`config.mk`:
```
export PLATFORM = sky130hd
export DESIGN_NAME = x86_shift_rotate_unit
export DESIGN_NICKNAME = d
export VERILOG_FILES = /design/src/hdl/srot_pkg.sv /design/src/hdl/srot_front.sv /design/src/hdl/srot_queue.sv /design/src/hdl/srot_back.sv /design/src/hdl/x86_shift_rotate_unit.sv
export SDC_FILE = /design/constraint.sdc
export NUM_CORES = 1
export LEC_CHECK = 0
export ABC_AREA = 1
export BUFFER_PORTS_ARGS = -buffer_cell sky130_fd_sc_hd__buf_4
export CORE_MARGIN = 2
export CORE_UTILIZATION = 35
export DETAILED_ROUTE_END_ITERATION = 10
export HOLD_SLACK_MARGIN = 0.15
export PLACE_DENSITY = 0.57
export SLEW_MARGIN = 10
export SYNTH_ARGS = -nofsm -noshare
export SYNTH_HDL_FRONTEND = slang
export SYNTH_SLANG_ARGS = --single-unit
```
`constraint.sdc`:
```
create_clock -name clk -period 7.3 [get_ports clk]
set_input_delay 0.73 -clock clk [delete_from_list [all_inputs] [get_ports clk]]
set_output_delay 0.73 -clock clk [all_outputs]
set_load 0.01 [all_outputs]
```
`src/hdl/srot_pkg.sv`:
```
`timescale 1ns / 1ps

package srot_pkg;

	// Operation codes; codes above SHRD are unused and write nothing
	typedef enum logic [3:0] {
		OP_SHL  = 4'd0,
		OP_SHR  = 4'd1,
		OP_SAR  = 4'd2,
		OP_ROL  = 4'd3,
		OP_ROR  = 4'd4,
		OP_RCL  = 4'd5,
		OP_RCR  = 4'd6,
		OP_SHLD = 4'd7,
		OP_SHRD = 4'd8
	} op_e;

	// Operand size codes
	localparam logic [1:0] SZ_8  = 2'd0;
	localparam logic [1:0] SZ_16 = 2'd1;
	localparam logic [1:0] SZ_32 = 2'd2;
	localparam logic [1:0] SZ_64 = 2'd3;

	localparam int XW = 130;	// funnel source: two copies of a 65-bit word
	localparam int AW = 7;		// funnel shift amount, 0..64

	// Classified item handed from the front to the back
	typedef struct packed {
		logic [XW-1:0] x;
		logic [AW-1:0] amt;
		logic [1:0]    size_code;
		logic          force_zero;
		logic          write_dest;
		logic          carry_valid;
		logic          ovf_from_result;
		logic          overflow_valid;
		logic          overflow_pre;
	} srot_item_t;

	function automatic logic [63:0] size_mask(input logic [1:0] sz);
		logic [63:0] m;
		unique case (sz)
			SZ_8:    m = 64'h0000_0000_0000_00FF;
			SZ_16:   m = 64'h0000_0000_0000_FFFF;
			SZ_32:   m = 64'h0000_0000_FFFF_FFFF;
			default: m = 64'hFFFF_FFFF_FFFF_FFFF;
		endcase
		return m;
	endfunction

	function automatic logic [AW-1:0] width_of(input logic [1:0] sz);
		logic [AW-1:0] w;
		unique case (sz)
			SZ_8:    w = 7'd8;
			SZ_16:   w = 7'd16;
			SZ_32:   w = 7'd32;
			default: w = 7'd64;
		endcase
		return w;
	endfunction

	// Bit at the operand width position (bit W of a 65-bit word)
	function automatic logic bit_at_width(input logic [64:0] v, input logic [1:0] sz);
		logic b;
		unique case (sz)
			SZ_8:    b = v[8];
			SZ_16:   b = v[16];
			SZ_32:   b = v[32];
			default: b = v[64];
		endcase
		return b;
	endfunction

	// Top bit of the operand (bit W-1)
	function automatic logic msb_of(input logic [63:0] v, input logic [1:0] sz);
		logic b;
		unique case (sz)
			SZ_8:    b = v[7];
			SZ_16:   b = v[15];
			SZ_32:   b = v[31];
			default: b = v[63];
		endcase
		return b;
	endfunction

	// Move a word up by the operand width
	function automatic logic [XW-1:0] place_w(input logic [XW-1:0] v, input logic [1:0] sz);
		logic [XW-1:0] r;
		unique case (sz)
			SZ_8:    r = v << 8;
			SZ_16:   r = v << 16;
			SZ_32:   r = v << 32;
			default: r = v << 64;
		endcase
		return r;
	endfunction

	// Move a word up by the operand width plus one
	function automatic logic [XW-1:0] place_w1(input logic [XW-1:0] v, input logic [1:0] sz);
		logic [XW-1:0] r;
		unique case (sz)
			SZ_8:    r = v << 9;
			SZ_16:   r = v << 17;
			SZ_32:   r = v << 33;
			default: r = v << 65;
		endcase
		return r;
	endfunction

	// Masked count modulo W+1; only the narrow sizes can wrap
	function automatic logic [5:0] rc_mod(input logic [5:0] c, input logic [1:0] sz);
		logic [5:0] k;
		k = c;
		if (sz == SZ_8) begin
			if (c >= 6'd27)      k = c - 6'd27;
			else if (c >= 6'd18) k = c - 6'd18;
			else if (c >= 6'd9)  k = c - 6'd9;
		end else if (sz == SZ_16) begin
			if (c >= 6'd17) k = c - 6'd17;
		end
		return k;
	endfunction

endpackage

```
`src/hdl/srot_front.sv`:
```
`timescale 1ns / 1ps

module srot_front import srot_pkg::*; (
	input  logic [3:0]  operation,
	input  logic [1:0]  size_code,
	input  logic [63:0] value,
	input  logic [63:0] fill_value,
	input  logic [7:0]  count,
	input  logic        carry_in,
	output srot_item_t  item
);

	logic [63:0]    m;
	logic [63:0]    a;
	logic [63:0]    src;
	logic [5:0]     c;
	logic [AW-1:0]  c7;
	logic [AW-1:0]  w7;
	logic [AW-1:0]  k7;
	logic [AW-1:0]  kr7;
	logic [5:0]     kr;
	logic           neg;
	logic [63:0]    sx;
	logic [XW-1:0]  a_x;
	logic [XW-1:0]  src_x;
	logic [XW-1:0]  rc_x;
	logic [XW-1:0]  rot_x;
	logic [XW-1:0]  rcv_x;

	// Mask operands and count to the operand size
	always_comb begin
		m     = size_mask(size_code);
		a     = value & m;
		src   = fill_value & m;
		c     = count[5:0] & ((size_code == SZ_64) ? 6'h3F : 6'h1F);
		c7    = {1'b0, c};
		w7    = width_of(size_code);
		k7    = c7 & (w7 - 7'd1);
		kr    = rc_mod(c, size_code);
		kr7   = {1'b0, kr};
		neg   = msb_of(a, size_code);
		sx    = a | (neg ? ~m : 64'd0);
		a_x   = {66'd0, a};
		src_x = {66'd0, src};
		rot_x = a_x | place_w(a_x, size_code);
		rcv_x = a_x | place_w({129'd0, carry_in}, size_code);
		rc_x  = rcv_x | place_w1(rcv_x, size_code);
	end

	// Classify: build the funnel source and right-shift amount for each operation
	always_comb begin
		item                 = '0;
		item.x               = a_x;
		item.size_code       = size_code;
		unique case (operation)
			OP_SHL: begin
				item.write_dest = 1'b1;
				if (c7 >= w7) begin
					item.force_zero = 1'b1;
				end else begin
					item.x   = place_w(a_x, size_code);
					item.amt = w7 - c7;
				end
			end
			OP_SHR: begin
				item.write_dest = 1'b1;
				item.amt        = c7;
			end
			OP_SAR: begin
				item.write_dest = 1'b1;
				item.x          = {{66{neg}}, sx};
				item.amt        = c7;
			end
			OP_ROL: begin
				item.write_dest = 1'b1;
				item.x          = rot_x;
				item.amt        = (w7 - k7) & (w7 - 7'd1);
			end
			OP_ROR: begin
				item.write_dest = 1'b1;
				item.x          = rot_x;
				item.amt        = k7;
			end
			OP_RCL: begin
				if (c != 6'd0 && kr != 6'd0) begin
					item.write_dest  = 1'b1;
					item.carry_valid = 1'b1;
					item.x           = rc_x;
					item.amt         = w7 + 7'd1 - kr7;
					if (c == 6'd1) begin
						item.overflow_valid  = 1'b1;
						item.ovf_from_result = 1'b1;
					end
				end
			end
			OP_RCR: begin
				if (c != 6'd0 && kr != 6'd0) begin
					item.write_dest  = 1'b1;
					item.carry_valid = 1'b1;
					item.x           = rc_x;
					item.amt         = kr7;
					if (c == 6'd1) begin
						item.overflow_valid = 1'b1;
						item.overflow_pre   = neg ^ carry_in;
					end
				end
			end
			OP_SHLD: begin
				if (c != 6'd0) begin
					item.write_dest = 1'b1;
					if (c7 >= w7) begin
						item.force_zero = 1'b1;
					end else begin
						item.x   = place_w(a_x, size_code) | src_x;
						item.amt = w7 - c7;
					end
				end
			end
			OP_SHRD: begin
				if (c != 6'd0) begin
					item.write_dest = 1'b1;
					if (c7 >= w7) begin
						item.force_zero = 1'b1;
					end else begin
						item.x   = a_x | place_w(src_x, size_code);
						item.amt = c7;
					end
				end
			end
			default: begin
				item.x = a_x;
			end
		endcase
	end

endmodule

```
`src/hdl/srot_queue.sv`:
```
`timescale 1ns / 1ps

module srot_queue import srot_pkg::*; (
	input  logic       clk,
	input  logic       arst_n,
	input  logic       push_valid,
	output logic       push_ready,
	input  srot_item_t push_item,
	output logic       pop_valid,
	input  logic       pop_ready,
	output srot_item_t pop_item
);

	srot_item_t mem_q [2];
	logic       wr_ptr_q;
	logic       rd_ptr_q;
	logic [1:0] count_q;
	logic       push;
	logic       pop;

	assign push_ready = (count_q != 2'd2);
	assign pop_valid  = (count_q != 2'd0);
	assign pop_item   = mem_q[rd_ptr_q];
	assign push       = push_valid && push_ready;
	assign pop        = pop_valid && pop_ready;

	// Store a transfer in the slot under the write pointer
	always_ff @(posedge clk) begin
		if (push) begin
			mem_q[wr_ptr_q] <= push_item;
		end
	end

	// Advance pointers and occupancy
	always_ff @(posedge clk or negedge arst_n) begin
		if (!arst_n) begin
			wr_ptr_q <= 1'b0;
			rd_ptr_q <= 1'b0;
			count_q  <= 2'd0;
		end else begin
			if (push) wr_ptr_q <= ~wr_ptr_q;
			if (pop)  rd_ptr_q <= ~rd_ptr_q;
			if (push && !pop)      count_q <= count_q + 2'd1;
			else if (pop && !push) count_q <= count_q - 2'd1;
		end
	end

endmodule

```
`src/hdl/srot_back.sv`:
```
`timescale 1ns / 1ps

module srot_back import srot_pkg::*; (
	input  logic        clk,
	input  logic        arst_n,
	input  logic        item_valid,
	output logic        item_ready,
	input  srot_item_t  item,
	output logic        res_valid,
	input  logic        res_ready,
	output logic [63:0] result,
	output logic        write_dest,
	output logic        carry_out,
	output logic        carry_valid,
	output logic        overflow_out,
	output logic        overflow_valid
);

	logic [XW-1:0] sh;
	logic [63:0]   r;
	logic          cf;
	logic          top;
	logic          of;
	logic          load;
	logic          valid_q;
	logic [63:0]   result_q;
	logic          write_dest_q;
	logic          carry_out_q;
	logic          carry_valid_q;
	logic          overflow_out_q;
	logic          overflow_valid_q;

	// Funnel shift right, then pick result, carry and overflow
	always_comb begin
		sh  = item.x >> item.amt;
		r   = item.force_zero ? 64'd0 : (sh[63:0] & size_mask(item.size_code));
		cf  = bit_at_width(sh[64:0], item.size_code);
		top = msb_of(r, item.size_code);
		of  = item.ovf_from_result ? (top ^ cf) : item.overflow_pre;
	end

	assign item_ready = !valid_q || res_ready;
	assign load       = item_valid && item_ready;

	// Hold the result until it is taken
	always_ff @(posedge clk or negedge arst_n) begin
		if (!arst_n) begin
			valid_q <= 1'b0;
		end else if (item_ready) begin
			valid_q <= item_valid;
		end
	end

	always_ff @(posedge clk) begin
		if (load) begin
			result_q         <= r;
			write_dest_q     <= item.write_dest;
			carry_out_q      <= item.carry_valid & cf;
			carry_valid_q    <= item.carry_valid;
			overflow_out_q   <= item.overflow_valid & of;
			overflow_valid_q <= item.overflow_valid;
		end
	end

	assign res_valid      = valid_q;
	assign result         = result_q;
	assign write_dest     = write_dest_q;
	assign carry_out      = carry_out_q;
	assign carry_valid    = carry_valid_q;
	assign overflow_out   = overflow_out_q;
	assign overflow_valid = overflow_valid_q;

endmodule

```
`src/hdl/x86_shift_rotate_unit.sv`:
```
`timescale 1ns / 1ps
// Channel   Handshake             Payload
// op        op_valid / op_ready   operation, size_code, value, fill_value, count, carry_in
// res       res_valid / res_ready result, write_dest, carry_out, carry_valid,
//                                 overflow_out, overflow_valid
//
// One operation per cycle sustained while res_ready is high; a transfer is decoded into a
// two-entry queue, then goes through one funnel shifter into the output register.
// The 130-bit funnel shifter in the back is combinational.
// arst_n clears queue occupancy and the output valid; payload registers are not reset.
// A stall on res backs up the queue; op_ready drops only when both queue slots are full.

module x86_shift_rotate_unit import srot_pkg::*; (
	input  logic        clk,
	input  logic        arst_n,
	input  logic        op_valid,
	output logic        op_ready,
	input  logic [3:0]  operation,
	input  logic [1:0]  size_code,
	input  logic [63:0] value,
	input  logic [63:0] fill_value,
	input  logic [7:0]  count,
	input  logic        carry_in,
	output logic        res_valid,
	input  logic        res_ready,
	output logic [63:0] result,
	output logic        write_dest,
	output logic        carry_out,
	output logic        carry_valid,
	output logic        overflow_out,
	output logic        overflow_valid
);

	srot_item_t front_item;
	srot_item_t queue_item;
	logic       queue_valid;
	logic       queue_ready;

	// Decode and classify the incoming operation
	srot_front u_front (
		.operation  (operation),
		.size_code  (size_code),
		.value      (value),
		.fill_value (fill_value),
		.count      (count),
		.carry_in   (carry_in),
		.item       (front_item)
	);

	// Decouple front from back
	srot_queue u_queue (
		.clk        (clk),
		.arst_n     (arst_n),
		.push_valid (op_valid),
		.push_ready (op_ready),
		.push_item  (front_item),
		.pop_valid  (queue_valid),
		.pop_ready  (queue_ready),
		.pop_item   (queue_item)
	);

	// Execute and register the result
	srot_back u_back (
		.clk            (clk),
		.arst_n         (arst_n),
		.item_valid     (queue_valid),
		.item_ready     (queue_ready),
		.item           (queue_item),
		.res_valid      (res_valid),
		.res_ready      (res_ready),
		.result         (result),
		.write_dest     (write_dest),
		.carry_out      (carry_out),
		.carry_valid    (carry_valid),
		.overflow_out   (overflow_out),
		.overflow_valid (overflow_valid)
	);

	a_ovf_needs_carry: assert property (@(posedge clk) disable iff (!arst_n)
		res_valid && overflow_valid |-> carry_valid)
		else $error("overflow flag valid without carry flag");

	a_carry_needs_write: assert property (@(posedge clk) disable iff (!arst_n)
		res_valid && carry_valid |-> write_dest)
		else $error("carry flag valid on a skipped write");

	a_carry_zero: assert property (@(posedge clk) disable iff (!arst_n)
		res_valid && !carry_valid |-> !carry_out)
		else $error("carry_out set while not valid");

	a_ovf_zero: assert property (@(posedge clk) disable iff (!arst_n)
		res_valid && !overflow_valid |-> !overflow_out)
		else $error("overflow_out set while not valid");

endmodule
```
Word-level counts from Yosys, hierarchy flattened
Memories as Yosys holds them, arrays and structs flattened.
Index checks and enable logic that the tools add are counted.
{ "totals": {"elab_cells": 135, "in_bits": 147, "out_inout_bits": 71, "memories": 1, "ram_bits": 290, "reg_bits": 74} }
{ "memory_table": {"columns": ["memory", "depth", "word_bits", "read_ports", "rd_clocked_by_memory_dff", "write_ports", "line", "source"], "rows": [
  ["u_queue.mem_q", 2, 145, 1, 0, 1, "srot_queue.sv:14", "srot_item_t mem_q [2];"]
]} }
{ "op_classes": {"shifts": 1, "n_bitwise": 19, "order_cmp": 5, "reduce_logical": 20, "n_addsub": 11, "eq_ne": 15, "n_mux": 52} }
{ "ops": {"columns": ["cell", "n"], "rows": [
  ["$mux W137", 7],
  ["$pmux W130 S7", 1],
  ["$mux W130", 6],
  ["$pmux W128 S3", 2],
  ["$pmux W130 S3", 1],
  ["$pmux W64 S3", 2],
  ["$pmux W65 S3", 1],
  ["$and A64 B64 Y64", 3],
  ["$or A130 B130 Y130", 1],
  ["$or A130 B64 Y130", 1],
  ["$or A64 B130 Y130", 1],
  ["$shr A130 B7 Y65", 1],
  ["$mux W64", 2],
  ["$or A64 B128 Y128", 1],
  ["$or A64 B65 Y65", 1],
  ["$not A64 Y64", 1],
  ["$or A64 B64 Y64", 1],
  ["$pmux W7 S8", 1],
  ["$mux W6", 7],
  ["$pmux W7 S3", 1],
  ["$ge A6 B5 Y1 const B", 3],
  ["$sub A6 B5 Y6 const B", 3],
  ["$eq A4 B3 Y1 const B", 4],
  ["$mux W2", 7],
  ["36 further kinds", 64]
]} }

Depth between registers and ports, before layout
{ "depth": {"ltp_word": 12, "ltp_mapped": 24} }

Hierarchy
From an unflattened synthesis, not the netlist that was laid out.
{ "unflattened": {"hier_cells": 4380, "hier_area_um2": 30219.0} }
{ "modules_own_cells": {"columns": ["mod", "cells_per_inst", "instances", "area_each_um2"], "rows": [
  ["srot_back", 1982, 1, 11257.0],
  ["srot_queue", 786, 1, 10915.5],
  ["srot_front", 1612, 1, 8046.5]
]} }

Worst setup path before layout
OpenSTA, ideal clock, no wires.
{ "synth_timing": {"path_type": "input port to flip-flop", "start": "input op_valid", "end": "memory u_queue.mem_q[1][0] in the netlist's numbering, enable pin", "arrival_ns": 6.861, "path_slack_ns": -0.213, "required_ns": 6.648, "n_path_buf": 0, "stages": 2, "setup_ns": 0.652, "path_cell_list": "nand2_1 nor2_1"} }
{ "synth_between": {"elab_chain_len": 3} }
{ "synth_rtl": {"columns": ["element", "line", "source"], "rows": [
  ["start, declared", "x86_shift_rotate_unit.sv:16", "input logic op_valid,"],
  ["$logic_and A1 B1 Y1", "srot_queue.sv:24", "assign push = push_valid && push_ready;"],
  ["$mux W1", "srot_queue.sv:29", "if (push) begin"],
  ["$mux W1 (implied by the code)", "srot_queue.sv:30", "mem_q[wr_ptr_q] <= push_item;"],
  ["end, declared", "srot_queue.sv:14", null]
]} }
No other way between the ends.

==> summary.md <==
| Metric | Value |
|---|---|
| Area share of the largest cell type after synthesis | `a little over a third` |
| Synth Area in Simple Gates | `about a third` |
| R2R cell count | `14` |
| Met1 Routed Length | `between 50 and 60 mm` |
| Pwr Total | `around 16 mW` |
| Die width | `294.1 um` |
| Synth area leaders | `edfxtp_1 (37%), nand2_1 (17%), nand3_1 (9.7%)` |
| Drt wl/cell | `~24 um` |
| CTS Buf Count | `40` |
| Startpoint types | `input port` |
| Die area | `86490 um2` |
| Gpl congestion | `roughly 1.1` |
| Buffers & Inverters on Critical Path | `4` |
| Total core area | `between 80000 and 90000 um2` |
| Hpwl dp | `between 90 and 100 mm` |
| GRT Total Usage | `29.83%` |
| Pleak | `roughly 14 nW` |
| Root buffer cell | `clkbuf_16` |
| Critical path required time | `approximately 7600 ps` |
| Fin crit share | `between 70% and 80%` |
| Final WS setup | `1939 ps` |
| Compound-Gate Fraction of Synth Area | `between 20% and 30%` |
| CTS resizes | `0` |
| Count leader, synth | `nand2_1` |
| Synth warn | `0` |
| Post-route ant nets | `0` |
| Async SR Flop Fraction | `1.374%` |
| Clock sink count | `roughly 360` |
| Share of cells above drive strength 1 | `about 10%` |
| Internal | `between 7 and 8 mW` |
| Antenna violations before repair | `3` |
| Worst r2r src | `u_queue.rd_ptr_q$_DFFE_PN0P_` |
| Post-synthesis adder-cell area fraction | `less than 1%` |
| Syn Area/Cell | `approximately 6.9 um2` |
| Comb power frac | `about two thirds` |
| Status | `finished, final reports clean` |
| Post-Syn Area | `29460 um2` |
| Max-slew violations | `0` |
| Fin area | `33040 um2` |
| Setup CP Type | `input port to register` |
| CTS tree | `yes` |
| Arrival @ worst endpoint | `5630 ps` |
| Max-slew headroom | `roughly a quarter` |
| Post-synthesis xor/xnor area fraction | `less than 1%` |
| Unrepaired setup endpoints after global routing | `false` |
| Residual DRC count | `0` |
| Prevailing post-synth register cell | `edfxtp_1` |
| Sequential share of the synthesized area | `between 30% and 40%` |
| Hold Crit Class | `input port to register` |
| Iter 0 DRT Violations | `approximately 4900` |
| GR Overflow Total | `0` |
| Psw | `roughly 8.6 mW` |
| Ports | `between 200 and 250` |
| Switching portion of total power | `a little over half` |
| Worst skew pair latency | `580 ps` |
| Clock Skew | `around 31 ps` |
| Met2 wire len | `roughly 55 mm` |
| Initial Utilization | `between 30% and 40%` |
| Routed via count | `around 32000` |
| Final hold vios | `0` |
| DR top layer | `met4` |
| Worst r2r dst | `u_back.result[5]$_SDFFCE_PP0P_` |
| Met3 wire length | `~14 mm` |
| Post-CTS setup buffer count | `0` |
| Commonest cells in the netlist | `nand2_1 (1331), nand3_1 (573), edfxtp_1 (359)` |
| Hold EP | `u_back.res_valid$_DFFE_PN0N_` |
| Hold wc startpoint | `res_ready` |
| Vias in the first global route | `about 28000` |
| Syn_nets | `~4500` |
| Seq cells post-synth | `approximately 360` |
| Post-synth EDFFs | `about 360` |
| CP max FO | `57` |
| CP peak stage delay | `820 ps` |
| Drt first pass iters | `7` |
| Clock Path Buffers | `3` |
| Critical-path cell list | `buf_4 -> nand2_2 -> inv_2 -> nand2_4 -> nand2_2 -> inv_2 -> nand2_2 -> o21ai_1 -> nand2_1 -> o21ai_1 -> nand2_1 -> nand2_1 -> o21ai_1 -> xor2_1 -> nor2_1 -> nand2_4 -> nand2_4 -> nor2_8 -> inv_1 -> o21ai_0` |
| Final setup violation count | `0` |
| Syn Inst Count | `between 4000 and 5000` |
| Largest family of logic cells by synthesized area | `simple AND/OR/NAND/NOR gates` |
| Nets | `between 4000 and 5000` |
| H-tree levels | `2` |
| Critical Path Stages | `20` |
| Crit. End Element | `register` |
| Post-synth cell types | `57` |
| IO buf count | `215` |
| Avg Vias per Cell | `between 5 and 6` |
| Layout area overhead | `12.18%` |
| Multiplexer share of the synthesized area | `less than 1%` |
| Clock-pin slew on the worst setup and hold paths | `60 ps` |
| Max-Cap Viols | `0` |
| Slew @ Worst Pin | `roughly 1100 ps` |
| Leading area contributor after synthesis | `edfxtp_1` |
| Routed WL | `around 130 mm` |
| Reg2reg setup slack | `around 2300 ps` |
| Dpl ws | `between 1500 and 2000 ps` |
| Power Density | `about 480 nW/um2` |
| Die H | `approximately 300 um` |
| CP top delay family | `buffers and inverters` |
| Hold WS | `341.6 ps` |
| CP max-delay cell | `o21ai_0` |
| Global-route wire length before repair | `a little under 200 mm` |
| Setup tns final | `0 ps` |
| Post-place instance area | `between 30000 and 40000 um2` |
| Max IR drop VDD | `between 0.2 and 0.3 mV` |
| Flop pwr share | `20.7%` |
| Clock Power Share | `12.7%` |
| Largest net degree at the start of global routing | `147` |
| Num rows | `approximately 110` |
| F_max | `0.1865 GHz` |
| WHS Path Cells | `2` |
| Minimum clock period | `5361 ps` |
[state kept, by name (all words and copies together) (netlist names)]
name / flops
u_back.result: 64
u_queue.mem_q: 290
u_back.carry_valid: 1
u_back.overflow_valid: 1
u_queue.wr_ptr_q: 1
u_back.res_valid: 1
u_back.write_dest: 1
u_queue.count_q: 2
u_queue.rd_ptr_q: 1
u_back.overflow_out: 1
u_back.carry_out: 1
[through the flow]
stage | utilization [%] | instances
after global placement | 37.97 | 5345
after global routing | 39.54 | 5420
final | 39.55 | 5422
after CTS | 39.54 | 5420
after floorplan | - | 4292
after detailed placement | 37.97 | 5345
[kinds of logic after synthesis]
| kind of cell | after synthesis |
|---|---|
| AND/OR/NAND/NOR | 2257 |
| AO/OA/AOI/OAI | 981 |
| buffers and inverters | 643 |
| flip-flops | 364 |
| multiplexers | 18 |
| XOR/XNOR | 15 |
| adder cells (fa/ha/maj) | 14 |
[per-layer routing]
metal  vias to the layer above  global-route usage, %
met1                     14816                  41.30
met2                      1937                  43.77
met5                         -                      0
li1                      14857                      -
met4                         0                  16.79
met3                       343                  5.249
[layout by cell type, fill, tap and decap left out, types with 16 or more instances in the layout]
cell type / count
a22oi_1: 28
o2111ai_1: 24
o311ai_0: 18
buf_4: 272
o211ai_1: 97
nand2_1: 1329
edfxtp_1: 359
inv_1: 314
a21oi_1: 211
nor2_1: 252
a22oi_2: 22
inv_2: 16
o21ai_0: 344
a31oi_1: 67
or2_2: 26
a211oi_1: 24
o22ai_1: 43
mux2i_1: 18
clkbuf_16: 42
nand3_1: 573
nor3_1: 33
o21ai_1: 24
[worst max path at each step]
stage                      start                               to  slack, ps
detailed placement  size_code[1]  u_queue.mem_q[1][133]$_DFFE_PP_       1620
floorplan              res_ready   u_queue.count_q[1]$_DFFE_PN0P_       1910
finish              size_code[1]  u_queue.mem_q[1][137]$_DFFE_PP_       1940
global route        size_code[1]  u_queue.mem_q[1][133]$_DFFE_PP_       1790
global placement    size_code[1]  u_queue.mem_q[0][133]$_DFFE_PP_       1670
CTS                 size_code[1]  u_queue.mem_q[0][133]$_DFFE_PP_       2220
[worst reg2reg max path, stage by stage, from the launching register on]
cell and delay [ps]:
dfrtp_4 550, buf_4 760, nand2_1 270, nand2_4 730, nand2_1 190, nand2_1 110
inv_1 40, o21ai_0 480, inv_1 80, o21ai_0 680, inv_1 130, o21ai_0 370
o21ai_0 180, nand2_1 100, a31oi_1 110
[power groups by stage]
| stage | clock network (mW) | registers [mW] | logic [mW] |
|---|---|---|---|
| floorplan | 0 | 3.44 | 6.72 |
| global placement | 0 | 3.30 | 10.2 |
| detailed placement | 0 | 3.32 | 10.2 |
| CTS | 2.04 | 3.28 | 10.3 |
| global route | 2.13 | 3.32 | 11.4 |
| finish | 2.01 | 3.27 | 10.5 |
[area by class of cell]
| class | count | area (um2) |
|---|---|---|
| fill | 8843 | 50510 |
| inverter | 338 | 1275 |
| antenna | 2 | 5.005 |
| multi-input combinational | 3285 | 16030 |
| clock buffer | 46 | 1066 |
| sequential | 364 | 10910 |
| clock inverter | 28 | 237.7 |
| timing repair buffer | 279 | 2172 |
| tap | 1080 | 1351 |
[repair_timing]
item,CTS,global route
setup endpoints to repair,0,0
hold endpoints to repair,5,0
hold buffers,1,0
(Power assumes the default switching activity.)
